<file path="src/rtl/sfr_pkg.sv">
// Shared types and constants for the serial frame receiver.
// No dependencies; used by sfr_deframer and serial_frame_receiver.
package sfr_pkg;

  localparam logic [7:0] START_MARK     = 8'h7E;
  localparam logic [7:0] END_MARK       = 8'hFE;
  localparam logic [7:0] SUM_BASE       = 8'hFF;
  localparam logic [7:0] EMERGENCY_TYPE = 8'h0F;
  localparam logic [7:0] COUNT_MAX      = 8'hFF;
  localparam logic [7:0] LIMIT_RESET    = 8'd16;

  typedef enum logic [1:0] {
    ERR_NONE     = 2'd0,
    ERR_TOO_LONG = 2'd1,
    ERR_COUNT    = 2'd2,
    ERR_CHECKSUM = 2'd3
  } err_t;

  typedef struct packed {
    logic       frame_ok;
    err_t       error_code;
    logic [7:0] frame_type;
    logic [7:0] frame_length;
    logic [7:0] first_data;
    logic [7:0] second_data;
    logic       emergency_stop;
  } report_t;

endpackage

</file>
<file path="src/rtl/serial_frame_receiver.sv">
// An accepted word waits in the input register until the deframer takes it; a frame
// report is registered in the result register when its checksum word is taken.
// Throughput: one word per cycle; the input register stalls only when a
// report is due and the result register still holds an untaken report.
// Reset (rst, synchronous): returns to start hunt, empties both registers
// and sets the length limit to 16. Depends on sfr_pkg and sfr_deframer.
module serial_frame_receiver (
  input  logic       clk,
  input  logic       rst,
  input  logic       cfg_we,
  input  logic [7:0] cfg_wdata,
  input  logic       in_valid,
  output logic       in_ready,
  input  logic [7:0] rx_byte,
  output logic       out_valid,
  input  logic       out_ready,
  output logic       frame_ok,
  output logic [1:0] error_code,
  output logic [7:0] frame_type,
  output logic [7:0] frame_length,
  output logic [7:0] first_data,
  output logic [7:0] second_data,
  output logic       emergency_stop
);

  logic [7:0]       limit_reg;
  logic             byte_valid;
  logic [7:0]       byte_reg;
  logic             report_due;
  logic             advance;
  logic             slot_free;
  sfr_pkg::report_t report;
  sfr_pkg::report_t result_reg;

  assign slot_free    = !out_valid || out_ready;
  assign advance      = byte_valid && (!report_due || slot_free);
  assign in_ready     = !byte_valid || advance;

  always_ff @(posedge clk) begin
    if (rst) begin
      limit_reg <= sfr_pkg::LIMIT_RESET;
    end else if (cfg_we) begin
      limit_reg <= cfg_wdata;
    end
  end

  // input register: hold the word until the deframer can take it
  always_ff @(posedge clk) begin
    if (rst) begin
      byte_valid <= 1'b0;
    end else if (in_ready) begin
      byte_valid <= in_valid;
    end
  end

  always_ff @(posedge clk) begin
    if (in_ready && in_valid) begin
      byte_reg <= rx_byte;
    end
  end

  sfr_deframer u_deframer (
    .clk          (clk),
    .rst          (rst),
    .step         (advance),
    .byte_in      (byte_reg),
    .length_limit (limit_reg),
    .report_due   (report_due),
    .report       (report)
  );

  always_ff @(posedge clk) begin
    if (rst) begin
      out_valid <= 1'b0;
    end else if (advance && report_due) begin
      out_valid <= 1'b1;
    end else if (out_ready) begin
      out_valid <= 1'b0;
    end
  end

  always_ff @(posedge clk) begin
    if (advance && report_due) begin
      result_reg <= report;
    end
  end

  assign frame_ok       = result_reg.frame_ok;
  assign error_code     = result_reg.error_code;
  assign frame_type     = result_reg.frame_type;
  assign frame_length   = result_reg.frame_length;
  assign first_data     = result_reg.first_data;
  assign second_data    = result_reg.second_data;
  assign emergency_stop = result_reg.emergency_stop;

  a_no_overwrite: assert property (@(posedge clk) disable iff (rst)
    (out_valid && !out_ready) |=> (out_valid && $stable(result_reg)))
    else $error("pending report overwritten");

  a_word_held: assert property (@(posedge clk) disable iff (rst)
    (byte_valid && !advance) |=> (byte_valid && $stable(byte_reg)))
    else $error("stalled word lost");

  a_ok_matches_code: assert property (@(posedge clk) disable iff (rst)
    out_valid |-> (frame_ok == (error_code == sfr_pkg::ERR_NONE)))
    else $error("status flag disagrees with error code");

endmodule

</file>
<file path="src/rtl/sfr_deframer.sv">
// Frame state for the serial frame receiver: start hunt, length, type and
// data capture, running sum and the frame report. Depends on sfr_pkg.
module sfr_deframer (
  input  logic              clk,
  input  logic              rst,
  input  logic              step,
  input  logic [7:0]        byte_in,
  input  logic [7:0]        length_limit,
  output logic              report_due,
  output sfr_pkg::report_t  report
);

  logic       in_frame, in_frame_next;
  logic       checksum_next, checksum_next_next;
  logic       have_length, have_length_next;
  logic [7:0] byte_position, byte_position_next;
  logic [7:0] declared_length, declared_length_next;
  logic [7:0] type_seen, type_seen_next;
  logic [7:0] data_zero, data_zero_next;
  logic [7:0] data_one, data_one_next;
  logic [7:0] running_sum, running_sum_next;

  logic [7:0] need;
  logic [7:0] expect_sum;

  assign report_due = in_frame && checksum_next;
  assign need       = (declared_length == 8'd0) ? 8'd1 : declared_length;
  assign expect_sum = sfr_pkg::SUM_BASE - running_sum;

  always_comb begin
    if (declared_length > length_limit) begin
      report.error_code = sfr_pkg::ERR_TOO_LONG;
    end else if (byte_position != need) begin
      report.error_code = sfr_pkg::ERR_COUNT;
    end else if (byte_in != expect_sum) begin
      report.error_code = sfr_pkg::ERR_CHECKSUM;
    end else begin
      report.error_code = sfr_pkg::ERR_NONE;
    end
    report.frame_ok       = (report.error_code == sfr_pkg::ERR_NONE);
    report.frame_type     = type_seen;
    report.frame_length   = declared_length;
    report.first_data     = data_zero;
    report.second_data    = data_one;
    report.emergency_stop = (type_seen == sfr_pkg::EMERGENCY_TYPE);
  end

  always_comb begin
    in_frame_next        = in_frame;
    checksum_next_next   = checksum_next;
    have_length_next     = have_length;
    byte_position_next   = byte_position;
    declared_length_next = declared_length;
    type_seen_next       = type_seen;
    data_zero_next       = data_zero;
    data_one_next        = data_one;
    running_sum_next     = running_sum;
    if (step) begin
      if (!in_frame || checksum_next) begin
        // open a fresh frame on a start mark; the checksum word closes it
        in_frame_next        = !in_frame && (byte_in == sfr_pkg::START_MARK);
        checksum_next_next   = 1'b0;
        have_length_next     = 1'b0;
        byte_position_next   = 8'd0;
        declared_length_next = 8'd0;
        type_seen_next       = 8'd0;
        data_zero_next       = 8'd0;
        data_one_next        = 8'd0;
        running_sum_next     = 8'd0;
        if (!in_frame && byte_in != sfr_pkg::START_MARK) begin
          // drop the word, keep hunting
          in_frame_next = 1'b0;
        end
      end else if (!have_length) begin
        declared_length_next = byte_in;
        have_length_next     = 1'b1;
        checksum_next_next   = (byte_in == sfr_pkg::END_MARK);
      end else if (byte_in == sfr_pkg::END_MARK) begin
        checksum_next_next = 1'b1;
      end else begin
        if (byte_position == 8'd0) begin
          type_seen_next = byte_in;
        end
        if (byte_position == 8'd1) begin
          data_zero_next = byte_in;
        end
        if (byte_position == 8'd2) begin
          data_one_next = byte_in;
        end
        if (byte_position < declared_length) begin
          running_sum_next = running_sum + byte_in;
        end
        if (byte_position != sfr_pkg::COUNT_MAX) begin
          byte_position_next = byte_position + 8'd1;
        end
      end
    end
  end

  always_ff @(posedge clk) begin
    if (rst) begin
      in_frame        <= 1'b0;
      checksum_next   <= 1'b0;
      have_length     <= 1'b0;
      byte_position   <= 8'd0;
      declared_length <= 8'd0;
      type_seen       <= 8'd0;
      data_zero       <= 8'd0;
      data_one        <= 8'd0;
      running_sum     <= 8'd0;
    end else begin
      in_frame        <= in_frame_next;
      checksum_next   <= checksum_next_next;
      have_length     <= have_length_next;
      byte_position   <= byte_position_next;
      declared_length <= declared_length_next;
      type_seen       <= type_seen_next;
      data_zero       <= data_zero_next;
      data_one        <= data_one_next;
      running_sum     <= running_sum_next;
    end
  end

  a_checksum_in_frame: assert property (@(posedge clk) disable iff (rst)
    checksum_next |-> (in_frame && have_length))
    else $error("checksum pending outside a frame");

  a_count_needs_length: assert property (@(posedge clk) disable iff (rst)
    (byte_position != 8'd0) |-> have_length)
    else $error("bytes counted before the length word");

  a_report_closes: assert property (@(posedge clk) disable iff (rst)
    (step && report_due) |=> !in_frame)
    else $error("frame not closed after its report");

  a_hunt_holds: assert property (@(posedge clk) disable iff (rst)
    (!in_frame && !step) |=> !in_frame)
    else $error("frame opened without a word");

endmodule

</file>
<file path="config.mk">
export PLATFORM = sky130hd
export DESIGN_NAME = serial_frame_receiver
export DESIGN_NICKNAME = d
export VERILOG_FILES = /design/src/rtl/sfr_pkg.sv /design/src/rtl/serial_frame_receiver.sv /design/src/rtl/sfr_deframer.sv
export SDC_FILE = /design/constraint.sdc
export NUM_CORES = 1
export LEC_CHECK = 0
export ABC_AREA = 1
export BUFFER_PORTS_ARGS = -buffer_cell sky130_fd_sc_hd__buf_4
export CELL_PAD_IN_SITES_DETAIL_PLACEMENT = 0
export CELL_PAD_IN_SITES_GLOBAL_PLACEMENT = 2
export CORE_MARGIN = 1
export CORE_UTILIZATION = 30
export CTS_BUF_LIST = sky130_fd_sc_hd__clkbuf_4 sky130_fd_sc_hd__clkbuf_8 sky130_fd_sc_hd__clkbuf_16
export CTS_CLUSTER_SIZE = 16
export DETAILED_ROUTE_END_ITERATION = 7
export PLACE_DENSITY_LB_ADDON = 0.1
export SYNTH_ARGS = -nofsm -noshare
export SYNTH_HDL_FRONTEND = slang
export SYNTH_SLANG_ARGS = --single-unit
</file>
<file path="constraint.sdc">
create_clock -name clk -period 3.7 [get_ports clk]
set_input_delay 0.185 -clock clk [delete_from_list [all_inputs] [get_ports clk]]
set_output_delay 0.185 -clock clk [all_outputs]
set_load 0.02 [all_outputs]
</file>
==> summary.txt, run 1 <==
Place
  – Final GP Congestion: 0.793
  – DP HPWL: 8650 um
  – Placed Instance Area: 5420 sq um
  – Setup WS pre-CTS: 1.67 ns
  – Number of I/O port buffers: 58

Die
  – Cell Rows: 45
  – Starting Density: 31.2%
  – Die width: 129 um
  – Core area: 15400 sq um
  – Die Height: 129 um
  – Ports: 59
  – Die area: 16500 sq um

Timing
  – Skew final: 0.00631 ns
  – Final Max Tran Viols: 0
  – Period utilisation layout: 55.1%
  – # setup viols final: 0
  – PnR worst setup slack: 1.66 ns
  – Max Clock Freq: 0.490 GHz
  – Post-layout min period: 2.04 ns
  – TNS Setup: 0 ns
  – Slew HR: 57.4%
  – Hold Fails Final Rpt: 0
  – RSZ-0062 raised after global routing: no
  – Worst slew pin tran: 0.637 ns

Critical path
  – RR Startpoint: u_deframer.byte_position[1]
  – Critical Path End Type: flip-flop
  – CP most frequent cell: nor2_1
  – Levels on crit path: 9
  – CP max-delay cell: nor2_1
  – Max FO, Critical Path: 11
  – Crit path from: u_deframer.byte_position[1]
  – CP top delay family: simple AND/OR/NAND/NOR gates
  – Worst Path Arrival: 2.28 ns
  – CP Data Required Time: 3.94 ns
  – Worst Setup Start Kind: flip-flop
  – Reg2reg path depth: 9
  – Critical path class: reg -> reg
  – Max incr delay on CP: 0.50 ns
  – Worst Path Buf+Inv: 1
  – CP Cell Sequence: ha_1 -> nand3_1 -> nor2_1 -> nand2_1 -> nand2_1 -> nor2_1 -> inv_1 -> o21ai_0 -> nor2_1

GRT
  – Initial antenna violation count: 0
  – Grt total ovfl: 0
  – Largest net degree at the start of global routing: 50
  – Number of global-route vias before repair: 3464
  – Total track usage: 15.3%
  – First-pass GRT wire length: 19000 um

Final layout
  – Final Core Density: 37.7%
  – Fraction of final layout cells sized beyond drive strength 1: 15.2%
  – Fin area: 5810 sq um
  – Layout filler cell count: 1605
  – Final Net Count: 648
  – ANT cells: 0
  – Seq. cell area: 2540 sq um
  – Multi-input logic area: 1940 sq um
  – Area grow syn2layout: 20.8%

Status
  – Status: finished, final reports clean

Route
  – Vias: 3755
  – Vias/cell: 4.61
  – Total Wirelength: 11900 um
  – Wire length per cell: 14.6 um
  – Post-route ant nets: 0
  – Detailed Routing Iterations Pass 1: 4
  – Starting DRT DRC Count: 228
  – DRC Markers: 0

Synthesis
  – Syn Nets: 586
  – Post-synth cell types: 39
  – Yosys Warn Count: 0
  – Synthesis-stage register bit count: 105
  – Synth Area per Inst: 8.94 sq um
  – Post-Synthesis Cell Area: 4810 sq um
  – Gate Count Post-Synth: 538
  – Post-synthesis sequential area ratio: 52.9%

Pwr
  – Power Dens Cells: 410 nW/um^2
  – Leakage dissipation: 0.00241 uW
  – Peak VDD IR: 0.227 mV

Clocking
  – Worst-path clk slew: 0.07 ns
  – CTS buffer count: 9
  – Skew-Pair Late Insertion Delay: 0.35 ns
  – CTS sink count: 105
  – Max Buffers Root-to-Sink: 2
  – Number of post-CTS setup repair buffers: 0
  – Root buf cell: clkbuf_16
  – CTS tree: done
  – Clock H-tree levels: 3

Worst hold path
  – Hold Crit Start: rx_byte[3]
  – Hold path cells: 1
  – HP Class: in -> reg

Flow run
  – Max_cap viols: 0
-- cells in the final DEF (no fill, tap or decap), types with 2 or more instances in the layout --
master,netlist,layout
inv_1,56,56
dlygate4sd3_1,0,7
nor2_1,39,39
o211ai_1,2,2
o21a_1,2,2
buf_4,2,59
nand3_1,48,48
nand3_2,4,4
edfxtp_1,44,44
ha_1,26,26
clkbuf_16,0,9
a21oi_1,70,70
nor3_1,5,5
nand4_1,11,11
inv_2,3,3
nand2_1,112,112
dfxtp_1,61,61
xor2_1,5,5
nand2_4,3,3
nor2_2,2,2
bufinv_16,0,2
o21ai_0,14,14
-- logic make-up after synthesis --
kind of cell	share of synthesized area, %
xor gates and xnor gates	1.09
DFF	52.9
buffers and inverters	6.71
AOI/OAI and AO/OA	10.2
adders and majority gates	7.18
and+or+nand+nor	22.0
-- timing repair --
action,CTS,global route
setup endpoints to repair,0,0
gates resized for setup,0,0
endpoints found under the hold margin,7,0
hold buffers,7,0
-- final cells by class --
| class | instances | area share, % |
|---|---|---|
| timing repair buffer | 66 | 8.83 |
| clock inverter | 5 | 1.51 |
| tap | 211 | 4.54 |
| sequential | 105 | 43.8 |
| inverter | 60 | 3.92 |
| multi-input combinational | 358 | 33.4 |
| clock buffer | 10 | 4.01 |
-- metal layers --
layer	part of all wire, %	vias to the layer above	global-route usage, %
met5	0	-	0
met4	0.81	0	3.74
met3	4.1	5	3.83
met2	45	66	23.9
met1	50	1745	21.0
li1	-	1939	-
-- where the power goes --
group          leakage (uW)  internal [uW]  switching (uW)
logic               0.00128           43.5            74.4
clock network      0.000155            604             434
registers          0.000976           1210            11.3
-- cell usage after synthesis (all sizes together) --
library cell / n / share of area, %
nand2: 116 / 9.6
a21oi: 70 / 7.3
dfxtp: 61 / 25
inv: 60 / 4.7
nand3: 52 / 5.8
edfxtp: 44 / 27
nor2: 42 / 3.5
ha: 26 / 6.8
o21ai: 15 / 1.6
nand4: 11 / 1.4
buf: 8 / 1.4
clkbuf: 7 / 0.55
nor3: 6 / 0.86
xor2: 5 / 0.91
o211ai: 2 / 0.31
o21a: 2 / 0.31
a21o: 1 / 0.16
fa: 1 / 0.42
nand3b: 1 / 0.16
nor3b: 1 / 0.16
nor4: 1 / 0.13
o21bai: 1 / 0.16
o22ai: 1 / 0.13
o32ai: 1 / 0.18
or2: 1 / 0.13
or4: 1 / 0.16
xnor2: 1 / 0.18
-- worst paths after layout --
path              slack [ns]                          end
setup / recovery        1.66  u_deframer.byte_position[2]
hold / removal          0.02                  byte_reg[3]
setup reg to reg        1.66  u_deframer.byte_position[2]
hold reg to reg         0.43               second_data[5]
-- through the flow --
stage / total power, uW / std cells / hold slack, ns
2_1_floorplan: 1320 / 538 / 0.284
3_3_place_gp: 1360 / 793 / 0.363
3_5_place_dp: 1360 / 793 / 0.364
4_1_cts: 2410 / 815 / 0.00985
5_1_grt: 2470 / 815 / 0.0103
6_report: 2380 / 815 / 0.0227
Note: power is estimated with default switching activity, not from simulation.
==> run 2: changes to the inputs <==
==> constraint.sdc (replaced) <==
create_clock -name clk -period 1.7 [get_ports clk]
set_input_delay 0.085 -clock clk [delete_from_list [all_inputs] [get_ports clk]]
set_output_delay 0.085 -clock clk [all_outputs]
set_load 0.02 [all_outputs]
==> run 2 against run 1 <==
The run now ends with negative setup slack left. Wire length grew 9.5%. Sequential power grew 120%. Via count grew 8.3%. Cell count grew 9.6%. Clock-buffer cell count shrank 1. Die area is the same. Clock power grew 100%. Fmax grew 19%. Hold slack lost 0.0054 ns. Largest power group unchanged. Largest cell class unchanged.
==> summary.txt, run 2 (same netlist as run 1, synthesis figures left out) <==
Clocking
  – Clock H-tree levels: 3
  – Root buf cell: clkbuf_16
  – Skew-Pair Late Insertion Delay: 0.35 ns
  – Max Buffers Root-to-Sink: 2
  – CTS buffer count: 9
  – Worst-path clk slew: 0.08 ns
  – CTS sink count: 105
  – CTS tree: done

Timing
  – Skew final: 0.00690 ns
  – Max Clock Freq: 0.584 GHz
  – RSZ-0062 raised after global routing: yes
  – Final Max Tran Viols: 0
  – Hold Fails Final Rpt: 0
  – Worst slew pin tran: 0.386 ns
  – PnR worst setup slack: -0.0132 ns
  – Period utilisation layout: 101%
  – # setup viols final: 15
  – Post-layout min period: 1.71 ns
  – Slew HR: 74.2%
  – Worst hold margin: 0.0172 ns

Route
  – Total Wirelength: 13000 um
  – DRC Markers: 0
  – Wire length per cell: 14.6 um
  – Vias: 4068
  – Post-route ant nets: 0
  – Vias/cell: 4.56
  – Starting DRT DRC Count: 153
  – Detailed Routing Iterations Pass 1: 4

Status
  – Failing checks: negative setup slack
  – Status: finished with violations

Final layout
  – ANT cells: 0
  – Most frequent cells in the layout: buf_4, nand2_1, inv_1
  – Fraction of final layout cells sized beyond drive strength 1: 38.0%
  – Commonest non-fill, non-tap cell in the layout: buf_4
  – Area grow syn2layout: 45.0%
  – Layout Cells excl Fill: 893
  – Layout filler cell count: 1538
  – Final Net Count: 725

Place
  – Final GP Congestion: 0.774
  – Number of I/O port buffers: 58
  – DP HPWL: 9400 um
  – Inst Count DP: 857
  – Setup WS pre-CTS: -0.0359 ns

Critical path
  – Worst reg-to-reg setup slack: -0.01 ns
  – Worst Path Arrival: 1.83 ns
  – RR Startpoint: byte_reg[3]
  – Max FO, Critical Path: 3
  – Worst Setup Start Kind: flip-flop
  – CP Data Required Time: 1.81 ns
  – Reg2reg path depth: 8
  – RR Endpoint: error_code[1]
  – Critical Path End Type: flip-flop
  – Critical path class: reg -> reg

GRT
  – Global route hottest layer: met2
  – Met2 Track Usage GR: 26.7%
  – Grt total ovfl: 0
  – Met1 Use GR: 22.2%
  – Number of global-route vias before repair: 3951
  – Total track usage: 16.3%
  – First-pass GRT wire length: 20500 um
  – Initial antenna violation count: 0
  – GR Layer Usage met3: 2.25%
  – Largest net degree at the start of global routing: 37

Worst hold path
  – Worst hold path endpoint: byte_valid
  – HP Class: in -> reg
  – Hold path cells: 3
  – Hold Crit Start: in_valid

Pwr
  – Peak VDD IR: 0.436 mV
  – Power Dens Cells: 741 nW/um^2
  – Tot Pwr: 5170 uW
  – Leakage dissipation: 0.00281 uW

Flow run
  – Max_cap viols: 0

Die
  – Core area: 15400 sq um
  – Starting Density: 31.2%
  – Die area: 16500 sq um
  – Ports: 59
  – Cell Rows: 45
  – Die width: 129 um
  – Die Height: 129 um
[run 2: how the worst max path moves through the flow]
stage                startpoint                        end  slack [ns]  cells past startpoint
finish              byte_reg[3]              error_code[1]       -0.01                      8
CTS                 byte_reg[3]              error_code[1]       -0.03                      8
detailed placement  byte_reg[0]  u_deframer.running_sum[6]       -0.04                      9
global placement    byte_reg[3]              error_code[1]      -0.009                      8
floorplan             out_valid             emergency_stop        0.01                      5
global route        byte_reg[3]              error_code[1]       -0.16                      8
[run 2: layout make-up]
| type | instances | area, sq um | share of cell area, % |
|---|---|---|---|
| Clock buffer | 9 | 225 | 3.23 |
| Clock inverter | 7 | 72.6 | 1.04 |
| Tap cell | 211 | 264 | 3.79 |
| Inverter | 60 | 234 | 3.36 |
| Multi-Input combinational cell | 358 | 2450 | 35.2 |
| Timing Repair Buffer | 143 | 1160 | 16.7 |
| Sequential cell | 105 | 2560 | 36.7 |
[run 2: through the flow]
step           setup TNS [ns]  util, %  instance area [sq um]
2_1_floorplan               0        -                   4830
4_1_cts               -0.0441     41.7                   6440
5_1_grt                 -3.15     45.2                   6970
3_5_place_dp           -0.104     38.6                   5960
6_report               -0.118     45.2                   6970
3_3_place_gp          -0.0194     38.6                   5960
[run 2: where the power goes]
part	total [uW]	switching, uW	internal (uW)
combinational	393	214	179
sequential	2660	25.4	2640
clock	2110	1070	1040
[run 2: what timing repair did]
item	CTS	global route
endpoints found under the setup margin	7	42
endpoints found under the hold margin	10	0
cloned	0	0
pin swaps	2	35
buffers inserted	1	8
resized for setup	12	99
hold buffers	11	0
[run 2: routing by layer]
layer	vias up	wire length, um
met4	0	200
met1	1887	6330
met5	-	0
met2	73	6170
li1	2095	-
met3	13	335
[run 2: worst max-delay path, cell delays in order, from the launching register on]
cell and delay [ns]:
edfxtp_1 0.46, ha_4 0.31, inv_1 0.05, nor3_2 0.14
nand4_1 0.15, nor2_2 0.16, inv_1 0.06, nor2_1 0.09
nor2_1 0.05
